## src/hdl/tts_pkg.sv

```systemverilog
// shared types, constants and register codes for the two-track step sequencer
`timescale 1ns / 1ps
`default_nettype none
package tts_pkg;

  localparam int TimeW    = 48;
  localparam int DebW     = 20;
  localparam int LongW    = 24;
  localparam int IvlW     = 5;
  localparam int CfgIdxW  = 2;
  localparam int CfgDataW = 24;
  localparam int StepOutW = 4;

  localparam int StepsDefault = 16;

  localparam logic [DebW-1:0]  DebounceReset  = DebW'(10000);
  localparam logic [LongW-1:0] LongpressReset = LongW'(500000);
  localparam logic [IvlW-1:0]  ClickIvlReset  = IvlW'(4);

  typedef enum logic [CfgIdxW-1:0] {
    CfgDebounce  = 2'd0,
    CfgLongpress = 2'd1,
    CfgClickIvl  = 2'd2
  } cfg_reg_e;

  typedef struct packed {
    logic [DebW-1:0]  debounce_us;
    logic [LongW-1:0] longpress_us;
    logic [IvlW-1:0]  click_interval;
  } cfg_t;

  typedef struct packed {
    logic             mode;
    logic             button_level;
    logic [TimeW-1:0] now_us;
  } item_t;

  typedef struct packed {
    logic                click;
    logic                click_accent;
    logic                bass_note;
    logic                snare_note;
    logic                led_on;
    logic [StepOutW-1:0] step_index;
    logic                is_recording;
    logic                selected_track;
  } res_t;

endpackage
`default_nettype wire

```

## src/hdl/two_track_step_sequencer_core.sv

```systemverilog
// top level of the two-track step sequencer: request and result registers
// an accepted request passes through the request register and then the result register
// throughput: one request per cycle unless the result output stalls, set by the
// single-pass state update between the request register and the result register
// reset: patterns, step, track, recording and button tracking cleared (previous
// button level set high), configuration back to defaults; no clearing pass
`timescale 1ns / 1ps
`default_nettype none
module two_track_step_sequencer_core #(
  parameter int Steps = tts_pkg::StepsDefault
) (
  input  wire                          clk_i,
  input  wire                          rst_ni,
  input  wire                          cfg_valid_i,
  output logic                         cfg_ready_o,
  input  wire [tts_pkg::CfgIdxW-1:0]   cfg_index_i,
  input  wire [tts_pkg::CfgDataW-1:0]  cfg_data_i,
  input  wire                          in_valid_i,
  output logic                         in_ready_o,
  input  wire                          mode_i,
  input  wire                          button_level_i,
  input  wire [tts_pkg::TimeW-1:0]     now_us_i,
  output logic                         out_valid_o,
  input  wire                          out_ready_i,
  output logic                         click_o,
  output logic                         click_accent_o,
  output logic                         bass_note_o,
  output logic                         snare_note_o,
  output logic                         led_on_o,
  output logic [tts_pkg::StepOutW-1:0] step_index_o,
  output logic                         is_recording_o,
  output logic                         selected_track_o
);

  tts_pkg::cfg_t  cfg;
  tts_pkg::item_t in_q;
  tts_pkg::res_t  res, out_q;
  logic           in_vld_q, out_vld_q;
  logic           advance;

  assign cfg_ready_o = 1'b1;

  tts_cfg_regs u_cfg_regs (
    .clk_i       (clk_i),
    .rst_ni      (rst_ni),
    .cfg_valid_i (cfg_valid_i),
    .cfg_index_i (cfg_index_i),
    .cfg_data_i  (cfg_data_i),
    .cfg_o       (cfg)
  );

  assign advance    = in_vld_q && (!out_vld_q || out_ready_i);
  assign in_ready_o = !in_vld_q || advance;

  always_ff @(posedge clk_i or negedge rst_ni) begin
    if (!rst_ni) begin
      in_vld_q <= 1'b0;
    end else if (in_ready_o) begin
      in_vld_q <= in_valid_i;
    end
  end

  always_ff @(posedge clk_i) begin
    if (in_ready_o && in_valid_i) begin
      in_q.mode         <= mode_i;
      in_q.button_level <= button_level_i;
      in_q.now_us       <= now_us_i;
    end
  end

  tts_seq_state #(.Steps(Steps)) u_seq_state (
    .clk_i  (clk_i),
    .rst_ni (rst_ni),
    .fire_i (advance),
    .cfg_i  (cfg),
    .item_i (in_q),
    .res_o  (res)
  );

  always_ff @(posedge clk_i or negedge rst_ni) begin
    if (!rst_ni) begin
      out_vld_q <= 1'b0;
    end else if (!out_vld_q || out_ready_i) begin
      out_vld_q <= in_vld_q;
    end
  end

  always_ff @(posedge clk_i) begin
    if (advance) begin
      out_q <= res;
    end
  end

  assign out_valid_o      = out_vld_q;
  assign click_o          = out_q.click;
  assign click_accent_o   = out_q.click_accent;
  assign bass_note_o      = out_q.bass_note;
  assign snare_note_o     = out_q.snare_note;
  assign led_on_o         = out_q.led_on;
  assign step_index_o     = out_q.step_index;
  assign is_recording_o   = out_q.is_recording;
  assign selected_track_o = out_q.selected_track;

  a_ready_when_empty: assert property (@(posedge clk_i) disable iff (!rst_ni)
    !in_vld_q |-> in_ready_o)
    else $error("request register empty but not ready");

  a_button_no_click: assert property (@(posedge clk_i) disable iff (!rst_ni)
    advance && !in_q.mode |=> out_vld_q && !out_q.click && !out_q.click_accent)
    else $error("button request produced a click");

  a_hold_pending: assert property (@(posedge clk_i) disable iff (!rst_ni)
    in_vld_q && out_vld_q && !out_ready_i |=> in_vld_q && $stable(in_q))
    else $error("stalled request lost");

  a_accent_click: assert property (@(posedge clk_i) disable iff (!rst_ni)
    out_vld_q && out_q.click_accent |-> out_q.click)
    else $error("accent without click");

endmodule
`default_nettype wire

```

## src/hdl/tts_cfg_regs.sv

```systemverilog
// configuration register file
`timescale 1ns / 1ps
`default_nettype none
module tts_cfg_regs (
  input  wire                           clk_i,
  input  wire                           rst_ni,
  input  wire                           cfg_valid_i,
  input  wire [tts_pkg::CfgIdxW-1:0]    cfg_index_i,
  input  wire [tts_pkg::CfgDataW-1:0]   cfg_data_i,
  output tts_pkg::cfg_t                 cfg_o
);

  tts_pkg::cfg_t cfg_q, cfg_d;

  always_comb begin
    cfg_d = cfg_q;
    if (cfg_valid_i) begin
      unique case (cfg_index_i)
        tts_pkg::CfgDebounce:  cfg_d.debounce_us    = cfg_data_i[tts_pkg::DebW-1:0];
        tts_pkg::CfgLongpress: cfg_d.longpress_us   = cfg_data_i[tts_pkg::LongW-1:0];
        tts_pkg::CfgClickIvl:  cfg_d.click_interval = cfg_data_i[tts_pkg::IvlW-1:0];
        default:               cfg_d = cfg_q;
      endcase
    end
  end

  always_ff @(posedge clk_i or negedge rst_ni) begin
    if (!rst_ni) begin
      cfg_q.debounce_us    <= tts_pkg::DebounceReset;
      cfg_q.longpress_us   <= tts_pkg::LongpressReset;
      cfg_q.click_interval <= tts_pkg::ClickIvlReset;
    end else begin
      cfg_q <= cfg_d;
    end
  end

  assign cfg_o = cfg_q;

endmodule
`default_nettype wire

```

## src/hdl/tts_click_div.sv

```systemverilog
// remainder of the step position by the click interval, one bit per stage
`timescale 1ns / 1ps
`default_nettype none
module tts_click_div #(
  parameter int StepW = 4
) (
  input  wire [StepW-1:0]          step_i,
  input  wire [tts_pkg::IvlW-1:0]  ivl_i,
  output logic                     on_beat_o
);

  logic [tts_pkg::IvlW-1:0] ivl;
  logic [tts_pkg::IvlW-1:0] rem;
  logic [tts_pkg::IvlW:0]   part;

  // restoring remainder, rem always stays below the divisor
  always_comb begin
    ivl  = (ivl_i == '0) ? tts_pkg::IvlW'(1) : ivl_i;
    rem  = '0;
    part = '0;
    for (int i = StepW - 1; i >= 0; i--) begin
      part = {rem, step_i[i]};
      if (part >= {1'b0, ivl}) begin
        part = part - {1'b0, ivl};
      end
      rem = part[tts_pkg::IvlW-1:0];
    end
    on_beat_o = (rem == '0);
  end

endmodule
`default_nettype wire

```

## src/hdl/tts_seq_state.sv

```systemverilog
// sequencer state registers and the per-request update logic
`timescale 1ns / 1ps
`default_nettype none
module tts_seq_state #(
  parameter int Steps = tts_pkg::StepsDefault,
  parameter int StepW = $clog2(Steps)
) (
  input  wire            clk_i,
  input  wire            rst_ni,
  input  wire            fire_i,
  input  tts_pkg::cfg_t  cfg_i,
  input  tts_pkg::item_t item_i,
  output tts_pkg::res_t  res_o
);

  localparam logic [StepW-1:0] LastStep = StepW'(Steps - 1);
  localparam int PadDeb  = tts_pkg::TimeW - tts_pkg::DebW;
  localparam int PadLong = tts_pkg::TimeW - tts_pkg::LongW;

  logic [Steps-1:0]          bass_q, bass_d;
  logic [Steps-1:0]          snare_q, snare_d;
  logic [StepW-1:0]          step_q, step_d;
  logic                      sel_q, sel_d;
  logic                      rec_q, rec_d;
  logic                      toggle_q, toggle_d;
  logic                      press_q, press_d;
  logic                      long_q, long_d;
  logic                      prev_q, prev_d;
  logic [tts_pkg::TimeW-1:0] last_q, last_d;
  logic [tts_pkg::TimeW-1:0] ptime_q, ptime_d;
  logic                      led_q, led_d;

  logic                      btn, tick;
  logic [tts_pkg::TimeW-1:0] since_last, since_press;
  logic                      accept, long_hit, release_hit, record;
  logic                      press_n, long_n;
  logic [Steps-1:0]          step_bit;
  logic                      bset, sset, on_beat, last_step;
  logic [StepW+tts_pkg::StepOutW-1:0] step_ext;

  tts_click_div #(.StepW(StepW)) u_click_div (
    .step_i    (step_q),
    .ivl_i     (cfg_i.click_interval),
    .on_beat_o (on_beat)
  );

  always_comb begin
    btn  = !item_i.mode;
    tick = item_i.mode;

    since_last  = item_i.now_us - last_q;
    since_press = item_i.now_us - ptime_q;

    accept = btn && item_i.button_level && !prev_q &&
             (since_last >= {{PadDeb{1'b0}}, cfg_i.debounce_us});
    press_n = accept ? 1'b1 : press_q;
    long_n  = accept ? 1'b0 : long_q;

    // a freshly accepted press has zero hold time
    long_hit = btn && item_i.button_level && press_n && !long_n &&
               (accept ? (cfg_i.longpress_us == '0)
                       : (since_press >= {{PadLong{1'b0}}, cfg_i.longpress_us}));
    release_hit = btn && !item_i.button_level && prev_q && press_n;
    record      = release_hit && !long_n;

    step_bit  = Steps'(1) << step_q;
    bset      = bass_q[step_q];
    sset      = snare_q[step_q];
    last_step = (step_q == LastStep);

    bass_d   = bass_q;
    snare_d  = snare_q;
    step_d   = step_q;
    sel_d    = sel_q;
    rec_d    = rec_q;
    toggle_d = toggle_q;
    press_d  = press_q;
    long_d   = long_q;
    prev_d   = prev_q;
    last_d   = last_q;
    ptime_d  = ptime_q;
    led_d    = led_q;

    res_o = '0;

    if (btn) begin
      if (accept) begin
        last_d  = item_i.now_us;
        ptime_d = item_i.now_us;
        res_o.bass_note  = !sel_q;
        res_o.snare_note = sel_q;
      end
      press_d = release_hit ? 1'b0 : press_n;
      long_d  = long_hit ? 1'b1 : long_n;
      if (long_hit) begin
        toggle_d = 1'b1;
      end
      prev_d = item_i.button_level;
      if (record) begin
        rec_d = 1'b1;
        // first recorded step clears the selected track
        if (!sel_q) begin
          bass_d = (rec_q ? bass_q : '0) | step_bit;
        end else begin
          snare_d = (rec_q ? snare_q : '0) | step_bit;
        end
      end
    end else if (tick) begin
      res_o.click        = on_beat;
      res_o.click_accent = on_beat && (step_q == '0);
      if ((!rec_q || sel_q) && bset) begin
        res_o.bass_note = 1'b1;
        led_d = 1'b1;
      end
      if ((!rec_q || !sel_q) && sset) begin
        res_o.snare_note = 1'b1;
      end
      if (!bset) begin
        led_d = 1'b0;
      end
      if (rec_q && last_step) begin
        rec_d = 1'b0;
        led_d = 1'b0;
      end
      if (toggle_q) begin
        sel_d    = !sel_q;
        toggle_d = 1'b0;
      end
      step_d = last_step ? '0 : step_q + StepW'(1);
    end

    step_ext = {{tts_pkg::StepOutW{1'b0}}, step_d};
    res_o.led_on         = led_d;
    res_o.step_index     = step_ext[tts_pkg::StepOutW-1:0];
    res_o.is_recording   = rec_d;
    res_o.selected_track = sel_d;
  end

  always_ff @(posedge clk_i or negedge rst_ni) begin
    if (!rst_ni) begin
      bass_q   <= '0;
      snare_q  <= '0;
      step_q   <= '0;
      sel_q    <= 1'b0;
      rec_q    <= 1'b0;
      toggle_q <= 1'b0;
      press_q  <= 1'b0;
      long_q   <= 1'b0;
      prev_q   <= 1'b1;
      last_q   <= '0;
      ptime_q  <= '0;
      led_q    <= 1'b0;
    end else if (fire_i) begin
      bass_q   <= bass_d;
      snare_q  <= snare_d;
      step_q   <= step_d;
      sel_q    <= sel_d;
      rec_q    <= rec_d;
      toggle_q <= toggle_d;
      press_q  <= press_d;
      long_q   <= long_d;
      prev_q   <= prev_d;
      last_q   <= last_d;
      ptime_q  <= ptime_d;
      led_q    <= led_d;
    end
  end

endmodule
`default_nettype wire
```

## config.mk

```make
export PLATFORM = sky130hd
export DESIGN_NAME = two_track_step_sequencer_core
export DESIGN_NICKNAME = d
export VERILOG_FILES = /design/src/hdl/tts_pkg.sv /design/src/hdl/two_track_step_sequencer_core.sv /design/src/hdl/tts_cfg_regs.sv /design/src/hdl/tts_click_div.sv /design/src/hdl/tts_seq_state.sv
export SDC_FILE = /design/constraint.sdc
export NUM_CORES = 1
export LEC_CHECK = 0
export ABC_CLOCK_PERIOD_IN_PS = 5900
export BUFFER_PORTS_ARGS = -buffer_cell sky130_fd_sc_hd__buf_2
export CAP_MARGIN = 20
export CORE_MARGIN = 3
export CORE_UTILIZATION = 56
export DETAILED_ROUTE_END_ITERATION = 8
export GPL_ROUTABILITY_DRIVEN = 0
export GPL_TIMING_DRIVEN = 0
export PLACE_DENSITY = 0.8
export SLEW_MARGIN = 20
export SYNTH_ARGS = -nofsm -noshare
export SYNTH_HDL_FRONTEND = slang
export SYNTH_SLANG_ARGS = --single-unit
```

## constraint.sdc

```tcl
create_clock -name clk_i -period 5.9 [get_ports clk_i]
set_clock_uncertainty 0.1 [all_clocks]
set_input_delay 1.475 -clock clk_i [delete_from_list [all_inputs] [get_ports clk_i]]
set_output_delay 1.475 -clock clk_i [all_outputs]
set_load 0.02 [all_outputs]
```

# Yosys cells after proc, flatten, opt, wreduce, memory -nomap -nowiden
# Index checks and enable logic that the tools add are counted.
[op_classes] muxes=33 eq_ne=3 n_shift=1 n_addsub=6 n_reduce_logical=42 n_lt_le_gt_ge=7 bitwise=4
[ops] operator="$ge 48x20->1" n=1
[ops] operator="$ge 48x24->1" n=1
[ops] operator="$sub 48x48->48" n=1
[ops] operator="$mux 16" n=2
[ops] operator="$or 16x16->16" n=2
[ops] operator="$mux 5" n=5
[ops] operator="$logic_not 24->1" n=1
[ops] operator="$mux 1" n=20
[ops] operator="$ge 6x5->1" n=3
[ops] operator="$logic_and 1x1->1" n=16
[ops] operator="$shl 1x4->16 const A" n=1
[ops] operator="$sub 5x5->5" n=3
[ops] operator="$logic_not 5->1" n=2
[ops] operator="$reduce_and 2->1" n=5
[ops] operator="$bmux 1 s4" n=2
[ops] operator="$logic_not 1->1" n=8
[ops] operator="$mux 4" n=2
[ops] operator="$reduce_and 4->1" n=2
[ops] operator="$ge 1x5->1" n=1
[ops] operator="$lt 4x5->1 const B" n=1
[ops] operator="$sub 1x5->5" n=1
[ops] operator="$add 4x1->4 const B" n=1
[ops] operator="$eq 4x4->1 const B" n=1
[ops] operator="$logic_not 4->1" n=1
[ops] operator="8 further kinds" n=13
[word_totals] out_inout_bits=14 reg_bits=203 inputBits=81 wordCells=123

# Longest topological paths before layout
[logic_depth] ltp_word=12 ltp_mapped=29 ltp_nobuf=29

# By module
# From an unflattened synthesis, not the netlist that was laid out.
[unflattened] cells_unflattened=1337 area_unflattened_um2=13850.8
[modules_own_cells] mod="tts_seq_state" area_each_um2=9182.6 cells_each=1058 seq_area_each_um2=2278.4 instances=1
[modules_own_cells] mod="two_track_step_sequencer_core" area_each_um2=1946.9 cells_each=71 seq_area_each_um2=1881.8 instances=1
[modules_own_cells] mod="tts_cfg_regs" area_each_um2=1871.8 cells_each=105 seq_area_each_um2=1242.4 instances=1
[modules_own_cells] mod="tts_click_div" area_each_um2=849.6 cells_each=103 seq_area_each_um2=0.0 instances=1

# Worst setup path before layout
# OpenSTA, ideal clock, no wires.
[synth_timing] kind="reg2reg" startpoint="register u_cfg_regs.cfg_q (netlist bit u_cfg_regs.cfg_o[1])" endpoint="register out_q (netlist bit click_accent_o), data pin" t_required_ns=5.669 setup_time_ns=0.131 arrival_time_ns=5.942 synth_period_minus_slack_ns=6.173 stages_incl_launch_ff=28 slack_ns=-0.273 n_path_buf=0 path_cell_list="dfrtp_1 nor4_1 or2_2 ha_1 inv_1 ha_1 and2_1 ha_1 and3_1 a311o_1 a21oi_1 mux2i_1 ha_1 nor2b_1 o21ai_0 nand2b_1 a41o_1 a21oi_1 o21a_1 mux2_2 fa_1 nor2b_1 o21ai_0 nand2b_1 xor2_1 or4_1 mux2i_1 and2_1"
[synth_between] elab_chain_len=12 word_cells_on_any_way=16 classes_between="add/sub (4); order compare (4); mux (5); reduce/logical (3)"
[synth_rtl] element="from (decl)" line_no="tts_cfg_regs.sv:13" rtl="tts_pkg::cfg_t cfg_q, cfg_d;"
[synth_rtl] element="from (signal assigned)" line_no="tts_cfg_regs.sv:33" rtl="cfg_q <= cfg_d;"
[synth_rtl] element="$logic_not 5->1" line_no="tts_click_div.sv:18" rtl="ivl = (ivl_i == '0) ? tts_pkg::IvlW'(1) : ivl_i;"
[synth_rtl] element="$mux 5 (*)" line_no="tts_click_div.sv:18"
[synth_rtl] element="$sub 1x5->5 or $ge 1x5->1 (tied branches)" line_no="tts_click_div.sv:24, tts_click_div.sv:23"
[synth_rtl] element="$mux 5" line_no="tts_click_div.sv:23" rtl="if (part >= {1'b0, ivl}) begin"
[synth_rtl] element="$sub 5x5->5 or $ge 6x5->1 (tied branches)" line_no="tts_click_div.sv:24, tts_click_div.sv:23"
[synth_rtl] element="$mux 5" line_no="tts_click_div.sv:23"
[synth_rtl] element="$sub 5x5->5 or $ge 6x5->1 (tied branches)" line_no="tts_click_div.sv:24, tts_click_div.sv:23"
[synth_rtl] element="$mux 5" line_no="tts_click_div.sv:23"
[synth_rtl] element="$sub 5x5->5 or $ge 6x5->1 (tied branches)" line_no="tts_click_div.sv:24, tts_click_div.sv:23"
[synth_rtl] element="$mux 5 (*)" line_no="tts_click_div.sv:23"
[synth_rtl] element="$logic_not 5->1 (*)" line_no="tts_click_div.sv:28" rtl="on_beat_o = (rem == '0);"
[synth_rtl] element="$logic_and 1x1->1 (*)" line_no="tts_seq_state.sv:110" rtl="res_o.click_accent = on_beat && (step_q == '0);"
[synth_rtl] element="to (signal assigned)" line_no="two_track_step_sequencer_core.sv:90" rtl="out_q <= res;"
[synth_rtl] element="to (decl)" line_no="two_track_step_sequencer_core.sv:37" rtl="tts_pkg::res_t res, out_q;"
# Mark *: on every way between the ends. The rest lies on a longest branch, timed or not.
# A chain may end at the register's enable or synchronous reset.

# Worst setup path after layout
[layout_timing] startpoint="register u_cfg_regs.cfg_q (netlist bit u_cfg_regs.cfg_o[2])" endpoint="register out_q (netlist bit click_accent_o), data pin"
# The elaborated chain is that of the path after synthesis.

==> reports/metrics.cfg <==
[critical_path]
cp-startpoint=u_cfg_regs.cfg_o[2]
r2r-start=u_cfg_regs.cfg_o[2]
r2r_slack_ps=-340
crit_path_frequent_cell=buf_4
crit_required_ps=6070
cp_data_arrival_time_ps=6410
end_kind=register
cp-endpoint=click_accent_o
cp-start-kind=register
reg2reg_depth=31
crit_fanout=3
cp_slowest_cell=dfstp_2
critPathMaxStageDelay_ps=550
reg2reg_to=click_accent_o
crit_type=reg2reg

[synth]
yosys.area.top_type_share=0.239
synth_cell_types=79
yosys_warnings=0
synth_area_per_cell_um2=9.98
synth_area_leaders=dfrtp_1 (24%), edfxtp_1 (14%), ha_1 (11%)
ys_ff_latch=203
post-synth-top-area-cell=dfrtp_1
synth_fp_nets=1543
syn-cell-area_um2=13400
synth_common_cells=dfrtp_1 (128), inv_1 (115), ha_1 (114)
synth_edf_count=61
yosys.cell_count.top_type=dfrtp_1
async_flop_share=0.700
synth_flop_cell=dfrtp_1
synthCells=1344
ys_seq_area_frac=0.403

[grt]
antenna_found_initial=0
grt_pass1_wl_mm=55.8
grt_max_degree=91
grt_usage=0.261
grt_pass1_vias=11100
grt-ovfl-total=0

[drt]
drt-total-wl_mm=34.9
drt-initial-drc-count=1202
ant_nets=0
drc=0
wl_per_cell_um=19.1
vias_per_cell=6.20
first_pass_iters=6
vias=11300

[sta]
postLayoutSetupSlackWorst_ps=-338
slew_violations=0
worst_pin_slew_ps=1000
max_freq_ghz=0.160
fin_crit_sh=1.06
setup_violations=2
hold_viol_final=0
fin_crit_ps=6240
slew_headroom=0.330
rsz0062_at_grt=yes

[pwr]
leakagePower_nw=6.82
power_density_nw_per_um2=487
max-vdd-ir-drop_uv=279
pwr-share-seq=0.251
power_switching_w=0.00315
p_comb_frac=0.558
power_switching_share=0.417
p_int_w=0.00441
clockPowerShare=0.191

[floorplan]
coreArea_um2=23100
core.rowCount=55
die_w_um=161
pin_count=95
start_util=0.582
die_area_um2=25800
dieHeight_um=161

[job]
maxCapViolations=0

[placement]
placed_cells=1751
dp_hpwl_mm=24.9
portBuffers=93
place_ws_ps=-590

[clock_tree]
cts_max_path_buffers=3
cts_root_buffer=clkbuf_16
clkSlewWorstSetupHoldPaths_ps=60
cts_tree=done
clock_latency_ps=520
numCtsBuffers=23
cts_sinks=203
cts_hold_buf=0
htree_levels=1

[min_path]
hold_path_class=reg2reg

[layout]
drive_above_1_share=0.213
syn2layout_area_growth_pct=15.8
nets=1697
n_fill_cell=1729
diodes=0
final_core_util=0.673
stdcell_count=1827

[run_status]
violations=negative setup slack
outcome=finished with violations

==> state kept, by name (all words and copies together), names as in the netlist, 4 cells and up <==
register,flops
in_q,50
step_index_o,4
u_cfg_regs.cfg_o,49
u_seq_state.bass_q,16
u_seq_state.last_q,48
u_seq_state.snare_q,16
u_seq_state.step_q,4
==> how the worst min path moves through the flow <==
stage	from	to	slack, ps	cells after the start
5_1_grt	u_seq_state.bass_q[10]	u_seq_state.bass_q[10]	400	1
3_3_place_gp	in_vld_q	out_valid_o	370	1
3_5_place_dp	u_seq_state.snare_q[6]	u_seq_state.snare_q[6]	380	1
4_1_cts	in_vld_q	out_valid_o	390	1
6_report	in_vld_q	out_valid_o	390	1
2_1_floorplan	in_vld_q	out_valid_o	360	1
==> logic make-up after synthesis <==
| kind of cell | after synthesis | synth area share |
|---|---|---|
| simple gates | 364 | 0.138 |
| compound gates | 341 | 0.172 |
| flops | 203 | 0.403 |
| buf+inv | 172 | 0.0501 |
| fa+ha+maj | 118 | 0.112 |
| mux | 105 | 0.0984 |
| xor+xnor | 40 | 0.0261 |
| other cells | 1 | 0.000280 |
==> cell usage in the layout (no fill, tap or decap), types with 16 or more instances in the layout <==
master | netlist | final
a21o_1 | 29 | 29
a21oi_1 | 74 | 70
a32o_1 | 19 | 19
buf_2 | 6 | 98
buf_4 | 1 | 37
clkbuf_1 | 45 | 48
clkbuf_16 | 0 | 24
dfrtp_1 | 128 | 127
edfxtp_1 | 61 | 61
ha_1 | 114 | 107
inv_1 | 115 | 113
mux2_2 | 79 | 76
nand2_1 | 110 | 110
nand2b_1 | 17 | 17
nand3_1 | 22 | 22
nand4_1 | 36 | 36
nor2_1 | 60 | 60
nor3_1 | 28 | 28
nor4_1 | 17 | 16
o21ai_0 | 94 | 91
xnor2_1 | 21 | 20
xor2_1 | 19 | 19
==> critical path: cells and delay by family, from the launching register on <==
family          cells  cell delay (ps)
simple gates        6              930
flops               1              550
xor+xnor            1              130
compound gates      6             1390
buf+inv            13             1650
fa+ha+maj           3              780
mux                 2              440
==> final cells by class <==
class | instances | area [um^2] | area share
Clock inverter | 11 | 119 | 0.00766
Timing Repair Buffer | 130 | 773 | 0.0498
Tap cell | 313 | 392 | 0.0252
Multi-Input combinational cell | 969 | 7520 | 0.485
Inverter | 116 | 438 | 0.0282
Clock buffer | 30 | 643 | 0.0414
Sequential cell | 203 | 5400 | 0.348
Buffer | 55 | 233 | 0.0150
==> stage by stage <==
| step | TNS [ps] | power (W) | hold slack, ps | area [um^2] |
|---|---|---|---|---|
| detailed placement | -1080 | 0.00551 | 379 | 14300 |
| global route | -1000 | 0.00805 | 401 | 15500 |
| finish | -664 | 0.00757 | 390 | 15500 |
| global placement | -699 | 0.00537 | 367 | 14300 |
| CTS | -9.51 | 0.00724 | 390 | 15400 |
| floorplan | 0 | 0.00462 | 357 | 13400 |
==> per-layer routing <==
layer / global-route usage / vias up / share of wire
met5: 0 / - / 0
met4: 0.110 / 0 / 0.047
met3: 0.0377 / 137 / 0.079
met2: 0.428 / 572 / 0.46
met1: 0.351 / 5344 / 0.41
li1: - / 5270 / -
==> power groups by stage <==
stage,Combinational (W),Clock (W),Sequential [W]
2_1_floorplan,0.00273,0,0.00189
3_3_place_gp,0.00347,0,0.00190
3_5_place_dp,0.00360,0,0.00191
4_1_cts,0.00389,0.00146,0.00189
5_1_grt,0.00460,0.00153,0.00193
6_report,0.00422,0.00145,0.00190
==> repair_timing <==
item	in CTS	in global routing
gates resized for setup	14	15
endpoints found under the setup margin	2	44
buffers inserted	26	11
pin swaps	14	17
Note: power is estimated with default switching activity, not from simulation.
